**config.mk**
```make
export PLATFORM = sky130hd
export DESIGN_NAME = utf8_to_utf16_decoder_core
export DESIGN_NICKNAME = d
export VERILOG_FILES = /design/src/u8u16_pkg.sv /design/src/utf8_to_utf16_decoder_core.sv
export SDC_FILE = /design/constraint.sdc
export NUM_CORES = 1
export LEC_CHECK = 0
export ABC_AREA = 1
export BUFFER_PORTS_ARGS = -buffer_cell sky130_fd_sc_hd__buf_4
export CAP_MARGIN = 20
export CORE_MARGIN = 10
export CORE_UTILIZATION = 38
export DETAILED_ROUTE_END_ITERATION = 8
export PLACE_DENSITY = 0.6
export SYNTH_ARGS = -nofsm -noshare
export SYNTH_HDL_FRONTEND = slang
export SYNTH_SLANG_ARGS = --single-unit
```
**constraint.sdc**
```tcl
create_clock -name clock -period 7.4 [get_ports clock]
set_input_delay 1.48 -clock clock [delete_from_list [all_inputs] [get_ports clock]]
set_output_delay 1.48 -clock clock [all_outputs]
set_load 0.01 [all_outputs]
```
**src/u8u16_pkg.sv**
```systemverilog
// UTF-8 to UTF-16 decoder package: result status codes, decode constants
// and the result transaction struct. No dependencies.
`default_nettype none

package u8u16_pkg;

   localparam int unsigned CpWidth   = 31;
   localparam int unsigned UnitWidth = 16;

   localparam logic [2:0] STATUS_UNIT       = 3'd0;
   localparam logic [2:0] STATUS_BAD_LEAD   = 3'd1;
   localparam logic [2:0] STATUS_BROKEN     = 3'd2;
   localparam logic [2:0] STATUS_ILLEGAL    = 3'd3;
   localparam logic [2:0] STATUS_INCOMPLETE = 3'd4;

   localparam logic [CpWidth-1:0] BOM_VALUE      = 31'h0000_FEFF;
   localparam logic [CpWidth-1:0] MAX_CODE_POINT = 31'h0010_FFFF;
   localparam logic [CpWidth-1:0] SURR_MASK      = 31'h7FFF_F800;
   localparam logic [CpWidth-1:0] SURR_BASE      = 31'h0000_D800;
   localparam logic [CpWidth-1:0] MIN_LEN2       = 31'h0000_0080;
   localparam logic [CpWidth-1:0] MIN_LEN3       = 31'h0000_0800;
   localparam logic [CpWidth-1:0] MIN_LEN4       = 31'h0001_0000;
   localparam logic [CpWidth-1:0] BMP_MAX        = 31'h0000_FFFF;
   localparam logic [20:0]        PLANE_OFFSET   = 21'h01_0000;
   localparam logic [5:0]         HIGH_SURR_TAG  = 6'b110110;
   localparam logic [5:0]         LOW_SURR_TAG   = 6'b110111;

   typedef struct packed {
      logic [UnitWidth-1:0] code_unit;
      logic [2:0]           status;
      logic                 byte_consumed;
      logic                 last_result;
   } result_type;

endpackage

`default_nettype wire

```
**src/utf8_to_utf16_decoder_core.sv**
```systemverilog
// UTF-8 to UTF-16 decoder core: input register, single-pass decode, result
// register with one overflow slot for the second half of a surrogate pair.
// Depends on u8u16_pkg.
//
//   channel | direction | ports
//   --------+-----------+--------------------------------------------------
//   req     | in        | req_valid, req_stall, req_in_byte, req_end_of_buffer
//   rsp     | out       | rsp_valid, rsp_stall, rsp_code_unit, rsp_status,
//           |           | rsp_byte_consumed, rsp_last_result
//
// One byte per cycle while req_stall is low; a result passes through the input register and then the result register.
// A surrogate pair holds the input register while the
// overflow slot drains. Synchronous reset restores the stream-start state.
// rsp_stall backs up through the result register into req_stall.
`default_nettype none

module utf8_to_utf16_decoder_core (
   input  wire logic                            clock,
   input  wire logic                            reset,
   input  wire logic                            req_valid,
   output logic                                 req_stall,
   input  wire logic [7:0]                      req_in_byte,
   input  wire logic                            req_end_of_buffer,
   output logic                                 rsp_valid,
   input  wire logic                            rsp_stall,
   output logic [u8u16_pkg::UnitWidth-1:0]      rsp_code_unit,
   output logic [2:0]                           rsp_status,
   output logic                                 rsp_byte_consumed,
   output logic                                 rsp_last_result
);
   import u8u16_pkg::*;

   logic                 s1_valid_ff, s1_valid_in;
   logic [7:0]           s1_byte_ff, s1_byte_in;
   logic                 s1_eob_ff, s1_eob_in;

   logic [CpWidth-1:0]   cp_ff, cp_in;
   logic [2:0]           rem_ff, rem_in;
   logic [2:0]           len_ff, len_in;
   logic                 start_ff, start_in;

   result_type           rsp_ff, rsp_in;
   logic                 rsp_valid_ff, rsp_valid_in;
   result_type           pend_ff, pend_in;
   logic                 pend_valid_ff, pend_valid_in;

   logic                 out_free;
   logic                 advance;
   logic                 accept;

   logic [1:0]           res_cnt;
   result_type           res0, res1;
   logic [CpWidth-1:0]   cont_bits, cp_merge;
   logic [4:0]           shamt;
   logic [2:0]           rem_dec;
   logic                 cp_bad;
   logic [20:0]          plane_val;
   logic                 open_after;
   result_type           unit_res, err_res, inc_res;

   assign out_free  = !rsp_valid_ff || !rsp_stall;
   assign advance   = s1_valid_ff && !pend_valid_ff && out_free;
   assign req_stall = s1_valid_ff && !advance;
   assign accept    = req_valid && !req_stall;

   always_comb begin
      s1_valid_in = s1_valid_ff;
      s1_byte_in  = s1_byte_ff;
      s1_eob_in   = s1_eob_ff;
      if (accept) begin
         s1_valid_in = 1'b1;
         s1_byte_in  = req_in_byte;
         s1_eob_in   = req_end_of_buffer;
      end else if (advance) begin
         s1_valid_in = 1'b0;
      end
   end

   always_comb begin
      rem_dec   = rem_ff - 3'd1;
      unique case (rem_dec)
         3'd0:    shamt = 5'd0;
         3'd1:    shamt = 5'd6;
         3'd2:    shamt = 5'd12;
         3'd3:    shamt = 5'd18;
         3'd4:    shamt = 5'd24;
         default: shamt = 5'd30;
      endcase
      cont_bits = {{(CpWidth-6){1'b0}}, s1_byte_ff[5:0]};
      cp_merge  = cp_ff | (cont_bits << shamt);

      cp_bad = 1'b0;
      if (len_ff == 3'd2 && cp_merge < MIN_LEN2) cp_bad = 1'b1;
      if (len_ff == 3'd3 && cp_merge < MIN_LEN3) cp_bad = 1'b1;
      if (len_ff == 3'd4 && cp_merge < MIN_LEN4) cp_bad = 1'b1;
      if (len_ff > 3'd4 || len_ff < 3'd2)        cp_bad = 1'b1;
      if ((cp_merge & SURR_MASK) == SURR_BASE)   cp_bad = 1'b1;
      if (cp_merge > MAX_CODE_POINT)             cp_bad = 1'b1;

      plane_val = cp_merge[20:0] - PLANE_OFFSET;
   end

   always_comb begin
      cp_in    = cp_ff;
      rem_in   = rem_ff;
      len_in   = len_ff;
      start_in = start_ff;
      res_cnt  = 2'd0;
      open_after = 1'b0;

      unit_res = '{code_unit: '0, status: STATUS_UNIT, byte_consumed: 1'b1,
                   last_result: 1'b0};
      err_res  = '{code_unit: '0, status: STATUS_BAD_LEAD, byte_consumed: 1'b1,
                   last_result: 1'b1};
      inc_res  = '{code_unit: '0, status: STATUS_INCOMPLETE, byte_consumed: 1'b1,
                   last_result: 1'b1};
      res0 = unit_res;
      res1 = unit_res;

      if (rem_ff == 3'd0) begin
         priority casez (s1_byte_ff)
            8'b0???????: begin
               res0.code_unit = {8'h00, s1_byte_ff};
               res_cnt  = 2'd1;
               len_in   = 3'd1;
               start_in = 1'b0;
            end
            8'b110?????: begin
               cp_in  = {20'd0, s1_byte_ff[4:0], 6'd0};
               rem_in = 3'd1;
               len_in = 3'd2;
            end
            8'b1110????: begin
               cp_in  = {15'd0, s1_byte_ff[3:0], 12'd0};
               rem_in = 3'd2;
               len_in = 3'd3;
            end
            8'b11110???: begin
               cp_in  = {10'd0, s1_byte_ff[2:0], 18'd0};
               rem_in = 3'd3;
               len_in = 3'd4;
            end
            8'b111110??: begin
               cp_in  = {5'd0, s1_byte_ff[1:0], 24'd0};
               rem_in = 3'd4;
               len_in = 3'd5;
            end
            8'b1111110?: begin
               cp_in  = {s1_byte_ff[0], 30'd0};
               rem_in = 3'd5;
               len_in = 3'd6;
            end
            default: begin
               res0 = err_res;
               res_cnt = 2'd1;
            end
         endcase
         open_after = (res_cnt == 2'd0);
      end else if (s1_byte_ff[7:6] == 2'b10) begin
         cp_in  = cp_merge;
         rem_in = rem_dec;
         if (rem_dec == 3'd0) begin
            if (cp_bad) begin
               res0 = err_res;
               res0.status = STATUS_ILLEGAL;
               res_cnt = 2'd1;
            end else begin
               if (cp_merge > BMP_MAX) begin
                  res0.code_unit = {HIGH_SURR_TAG, plane_val[19:10]};
                  res1.code_unit = {LOW_SURR_TAG, plane_val[9:0]};
                  res_cnt = 2'd2;
               end else if (cp_merge != BOM_VALUE || !start_ff) begin
                  res0.code_unit = cp_merge[UnitWidth-1:0];
                  res_cnt = 2'd1;
               end
               cp_in    = '0;
               len_in   = 3'd1;
               start_in = 1'b0;
            end
         end else begin
            open_after = 1'b1;
         end
      end else begin
         res0 = err_res;
         res0.status        = STATUS_BROKEN;
         res0.byte_consumed = 1'b0;
         res_cnt = 2'd1;
      end

      if (res0.status != STATUS_UNIT) begin
         cp_in    = '0;
         rem_in   = 3'd0;
         len_in   = 3'd1;
         start_in = 1'b1;
      end

      if (open_after && s1_eob_ff) begin
         res0    = inc_res;
         res_cnt = 2'd1;
      end else if (res_cnt == 2'd2) begin
         res1.last_result = 1'b1;
      end else begin
         res0.last_result = 1'b1;
      end
   end

   always_comb begin
      rsp_in        = rsp_ff;
      rsp_valid_in  = rsp_valid_ff;
      pend_in       = pend_ff;
      pend_valid_in = pend_valid_ff;
      if (pend_valid_ff && out_free) begin
         rsp_in        = pend_ff;
         rsp_valid_in  = 1'b1;
         pend_valid_in = 1'b0;
      end else if (advance) begin
         rsp_in       = res0;
         rsp_valid_in = (res_cnt != 2'd0);
         if (res_cnt == 2'd2) begin
            pend_in       = res1;
            pend_valid_in = 1'b1;
         end
      end else if (out_free) begin
         rsp_valid_in = 1'b0;
      end
   end

   always_ff @(posedge clock) begin
      if (reset) begin
         s1_valid_ff   <= 1'b0;
         rsp_valid_ff  <= 1'b0;
         pend_valid_ff <= 1'b0;
         cp_ff         <= '0;
         rem_ff        <= 3'd0;
         len_ff        <= 3'd1;
         start_ff      <= 1'b1;
      end else begin
         s1_valid_ff   <= s1_valid_in;
         rsp_valid_ff  <= rsp_valid_in;
         pend_valid_ff <= pend_valid_in;
         if (advance) begin
            cp_ff    <= cp_in;
            rem_ff   <= rem_in;
            len_ff   <= len_in;
            start_ff <= start_in;
         end
      end
   end

   always_ff @(posedge clock) begin
      s1_byte_ff <= s1_byte_in;
      s1_eob_ff  <= s1_eob_in;
      rsp_ff     <= rsp_in;
      pend_ff    <= pend_in;
   end

   assign rsp_valid         = rsp_valid_ff;
   assign rsp_code_unit     = rsp_ff.code_unit;
   assign rsp_status        = rsp_ff.status;
   assign rsp_byte_consumed = rsp_ff.byte_consumed;
   assign rsp_last_result   = rsp_ff.last_result;

endmodule

`default_nettype wire
```
After elaboration in Yosys (flattened, before gate mapping)
Cells that the tools add are included.

word-level totals
  output and inout bits = 23
  input port bits = 13
  flip-flop bits (word level) = 88
  logic and storage cells = 153

cells by class
  shifts and indexed selects = 1
  $add $sub $neg = 2
  muxes and demuxes = 62
  reductions and logical operators = 38
  order comparisons = 7
  bitwise gates (word level) = 6
  equal/unequal tests = 21

operator list
  operator                  number
  $mux W31                  5
  $pmux W31 S5              1
  $mux W21                  5
  $mux W16                  4
  $gt A31 B16 Y1 const B    1
  $gt A31 B21 Y1 const B    1
  $lt A31 B12 Y1 const B    1
  $lt A31 B17 Y1 const B    1
  $lt A31 B8 Y1 const B     1
  $ne A31 B16 Y1 const B    1
  $or A31 B31 Y31           1
  $shl A6 B5 Y31            1
  $mux W3                   9
  $mux W1                   25
  $pmux W5 S5               1
  $eq A20 B5 Y1 const B     1
  $mux W20                  1
  $sub A20 B17 Y20 const B  1
  $pmux W3 S6               1
  $pmux W3 S5               1
  $mux W2                   7
  $eq A3 B2 Y1 const B      4
  $reduce_bool A3 Y1        4
  $reduce_and A5 Y1         2
  29 further kinds          57

Longest topological paths before layout
  depth in word-level cells = 22
  mapped depth = 27
  depth with buffers taken out = 26

Worst setup path before layout
No wires, ideal clock.

  path type = register -> register
  from = reg rem_ff[0]
  to = reg pend_ff[0] in the netlist's numbering (enable)
  path buffers = 1
  cell stages (with the launch flop) = 22
  path slack = 3818 ps
  library setup time = 368 ps
  period minus slack after synthesis = 3582 ps
  arrival = 3214 ps
  data required time = 7032 ps
  cells stage by stage = dfxtp_1 > inv_1 > ha_1 > ha_1 > inv_4 > a21oi_4 > nand2_4 > nand2_4 > buf_8 > nand2_1 > nand3_2 > nor2_1 > nor2_2 > ha_1 > nand3_1 > nor3_1 > inv_1 > nor2_1 > nand3_2 > nand2_4 > nand4_4 > nor2_2

on the way
  cells in the longest elaborated chain, start to end = 20
  elaborated cells on any way between the ends = 40
  those cells by class = 1 x add/sub; 5 x order compare; 7 x eq/ne; 1 x shift; 17 x mux; 1 x bitwise; 8 x reduce/logical

ends and longest elaborated chain
  what                                        line                               RTL
  start, declared                             utf8_to_utf16_decoder_core.sv:38   logic [2:0] rem_ff, rem_in;
  start signal, assigned                      utf8_to_utf16_decoder_core.sv:243  rem_ff <= rem_in;
  $sub A3 B1 Y3                               utf8_to_utf16_decoder_core.sv:80   rem_dec = rem_ff - 3'd1;
  $eq A3 B3 Y1, or another cell as far along  utf8_to_utf16_decoder_core.sv:81   unique case (rem_dec)
  $pmux W5 S5                                 utf8_to_utf16_decoder_core.sv:81
  $shl A6 B5 Y31                              utf8_to_utf16_decoder_core.sv:90   cp_merge = cp_ff | (cont_bits << shamt);
  $or A31 B31 Y31                             utf8_to_utf16_decoder_core.sv:90
  $lt A31 B8 Y1                               utf8_to_utf16_decoder_core.sv:93   if (len_ff == 3'd2 && cp_merge < MIN_LEN2) cp_bad = 1'b1;
  $logic_and A1 B1 Y1                         utf8_to_utf16_decoder_core.sv:93
  $mux W1                                     utf8_to_utf16_decoder_core.sv:93
  [4 not listed]                              --
  $mux W1                                     utf8_to_utf16_decoder_core.sv:98   if (cp_merge > MAX_CODE_POINT) cp_bad = 1'b1;
  $mux W2                                     utf8_to_utf16_decoder_core.sv:163  if (cp_bad) begin
  $mux W2                                     utf8_to_utf16_decoder_core.sv:162  if (rem_dec == 3'd0) begin
  $mux W2                                     utf8_to_utf16_decoder_core.sv:159  end else if (s1_byte_ff[7:6] == 2'b10) begin
  $mux W2                                     utf8_to_utf16_decoder_core.sv:120  if (rem_ff == 3'd0) begin
  $mux W2 (*)                                 utf8_to_utf16_decoder_core.sv:197  if (open_after && s1_eob_ff) begin
  $eq A2 B2 Y1 (*)                            utf8_to_utf16_decoder_core.sv:219  if (res_cnt == 2'd2) begin
  $reduce_and A3 Y1 (no line) (*)             --
  end signal, assigned                        utf8_to_utf16_decoder_core.sv:254  pend_ff <= pend_in;
  end, declared                               utf8_to_utf16_decoder_core.sv:44   result_type pend_ff, pend_in;

Mark *: on every way between the ends. The rest lies on a longest branch, timed or not.
A chain may end at the register's enable or synchronous reset.

Final worst setup path
  from = reg rem_ff[0]
  to = reg pend_ff[8] in the netlist's numbering (enable)

The elaborated chain is that of the path after synthesis.

==> results.cfg <==
[synthesis]
synthesis.nets = 792
synth.avg_cell_area_sq_um = 7.23
synth_seq_area_share_pct = 37.4
syn_area_sq_um = 5570
ys_ff_latch = 83
synthCells = 771
synth_cell_types = 44
yosysWarnings = 0

[global_route]
grt_max_degree = 34
use_met1_pct = 23.4
grt-busiest-layer = met2
grt_pass1_wl_um = 26800
grt_pass1_vias = 4769
met2_usage_pct = 24.8
antenna_found_initial = 0
gr-total-overflow = 0
gr-usage-all-layers_pct = 16.8
gr-usage-met3_pct = 3.43

[place]
portBuffers = 35
gp_congestion = 0.968
dpl_cell_area_sq_um = 5880
dp_hpwl_um = 12500

[clock_tree]
post_cts_buffers = 0
cts_max_level = 3
cts_hold_buf = 0
cts_resized = 0
clkLatencyLatePin_ns = 0.35
clock-sinks = 83
clockBufferDepth = 2
clk_pin_slew_ns = 0.06
cts_tree = built
cts_made_buffers = 9
cts-root-buf = clkbuf_16

[power_and_ir_drop]
clkPwrFrac_pct = 30.3
swShare_pct = 39.1
p_per_area_nw_per_um2 = 230
p_leak_uw = 0.00261
comb_power_share_pct = 33.4
p_sw_uw = 555
peakVddDrop_mv = 0.109
intPower_uw = 862
seqPwrFrac_pct = 36.3
p_total_uw = 1420

[sta]
min_period_ns = 4.45
fmax_mhz = 225
clock_skew_ns = 0.00698
report.final.slew_viol_count = 0
hold_violations = 0
finalSetupViolations = 0
setup_tns_ns = 0
grt_setup_unrepaired = no
worst_pin_slew_ns = 1.09
relSlewSlack_pct = 27.0
fin_crit_sh_pct = 60.1
fin_worst_hold_slack_ns = 0.464

[floorplan]
dieHeight_um = 141
io_pins = 36
initial_core_util_pct = 38.6
fp.dieW_um = 141
die-area_sq_um = 19900
rows = 44
core_sq_um = 14400

[hold_path]
hp-class = flop to flop

[worst_setup_path]
reg2regPathDepth = 20
worst_path_most_repeated_cell = nand2_1
startpoint = rem_ff[0]
arrival_ns = 4.43
r2r_start = rem_ff[0]
crit_path_end_kind = flop
startpoint_type = flop
cp_cell_sequence = inv_1, ha_1, ha_1, inv_4, o21ai_4, nand2_4, nand2_4, inv_2, nand2_1, nand2_1, nand2_1, clkinv_1, nand2_1, nor2_1, nand3_2, nor2_2, nand2_1, nand2_2, nand4_4, nor2_2
r2r_slack_ns = 2.95
endpoint = pend_ff[8]
critPathMaxStageDelay_ns = 0.60
crit_fanout = 17
r2r-end = pend_ff[8]
cp.required_ns = 7.38
path_class = flop to flop
cpMaxStageDelayCell = nor2_2

[cells_and_area]
fillers = 1530
drive_above_1_share_pct = 19.0
regArea_sq_um = 2080
synthToLayoutAreaGrowth_pct = 10.6
multi_input_area_sq_um = 2940
design_area_sq_um = 6160
diodes = 0
utilization_pct = 42.7
nets = 810

[detailed_routing]
viasPerCell = 5.21
num_vias = 5100
wl_per_cell_um = 17.0
routed_wl_um = 16600
drc_errors = 0
drt_iter0_drc = 633
drtAntennaViolNets = 0
firstDrtPassIters = 5

[status]
outcome = finished clean

[run]
max_cap_violations = 0
final cells by class:
cell class | instances | area share (%)
clock inverters | 7 | 0.833
repair buffers | 37 | 4.51
clock buffers | 9 | 3.66
flip-flops and latches | 83 | 33.8
multi-input cells | 566 | 47.7
well taps | 184 | 3.74
inverters | 92 | 5.73
worst max-delay path: cells and delay by family, from the launching register on:
family | cells | cell delay (ns)
DFF | 1 | 0.40
and+or+nand+nor | 13 | 2.33
buffers and inverters | 4 | 0.59
AOI/OAI and AO/OA | 1 | 0.11
adders and majority gates | 2 | 0.65
through the flow:
step                setup slack [ns]  instances
floorplan                       3.82        771
global placement                3.14        962
detailed placement              3.02        962
CTS                             3.01        978
global route                    2.55        978
finish                          2.95        978
cell families (layout without fill, tap and decap cells):
family          after synthesis  in the layout  synth area share, %
fa+ha+maj                     8              8                 1.80
buf+inv                     122            145                 9.90
xor+xnor                      2              2                0.314
flops                        83             83                 37.4
compound gates               96             96                 9.52
simple gates                460            460                 41.1
synth_stat cells (all sizes together):
| cell type | n | area [sq um] |
|---|---|---|
| ha | 8 | 100 |
| nand4 | 25 | 190 |
| a211oi | 3 | 22.5 |
| nor3b | 1 | 7.51 |
| or2 | 1 | 6.26 |
| and2 | 1 | 6.26 |
| xnor2 | 2 | 17.5 |
| a31oi | 1 | 6.26 |
| inv | 91 | 349 |
| o211ai | 1 | 7.51 |
| clkbuf | 12 | 45.0 |
| clkinv | 1 | 3.75 |
| o21ai | 25 | 136 |
| nand3b | 2 | 15.0 |
| nor4 | 2 | 12.5 |
| nor3 | 9 | 45.0 |
| nor2 | 145 | 584 |
| o31ai | 1 | 7.51 |
| a21oi | 64 | 343 |
| edfxtp | 42 | 1260 |
| buf | 18 | 154 |
| nand2 | 191 | 850 |
| nand3 | 83 | 573 |
| a22oi | 1 | 7.51 |
| dfxtp | 41 | 821 |
cell usage in the layout, fill, tap and decap left out, types with 3 or more instances in the layout:
master / n
clkbuf_16: 9
o21ai_0: 20
a21oi_1: 62
nor2_1: 132
dfxtp_1: 41
nand4_1: 21
inv_6: 3
inv_1: 81
nand3_1: 53
buf_4: 37
nor2_2: 11
ha_1: 8
edfxtp_1: 42
nand2_2: 29
a211oi_1: 3
nor3_1: 9
nand3_2: 29
nand4_2: 3
nand2_4: 8
nand2_1: 154
inv_2: 8
o21ai_1: 4
worst min-delay path by stage:
stage | startpoint | to | slack, ns | depth (start not counted)
after CTS | s1_valid_ff | rsp_valid | 0.47 | 2
final | s1_valid_ff | rsp_valid | 0.46 | 2
after global routing | cp_ff[16] | cp_ff[16] | 0.49 | 2
after floorplan | cp_ff[0] | cp_ff[0] | 0.44 | 2
after detailed placement | cp_ff[5] | cp_ff[5] | 0.46 | 2
after global placement | s1_valid_ff | rsp_valid | 0.45 | 2
registers in the layout, summed over array words and instances, names as in the netlist, 3 cells and up:
signal and flops:
s1_byte_ff 8, rem_ff 3, len_ff 3, cp_ff 31, rsp_status 3, rsp_code_unit 16, pend_ff 12
power groups by stage:
stage               clock network [uW]  logic [uW]  registers (uW)
floorplan                            0         368             520
global placement                     0         470             524
detailed placement                   0         465             524
CTS                                433         467             514
global route                       457         526             516
finish                             429         474             514
metal layers:
layer | vias to the layer above | share of wire [%]
met4 | 0 | 2.9
li1 | 2545 | -
met1 | 2361 | 48
met5 | - | 0
met3 | 31 | 6.3
met2 | 163 | 43
Note: power is estimated with default switching activity, not from simulation.
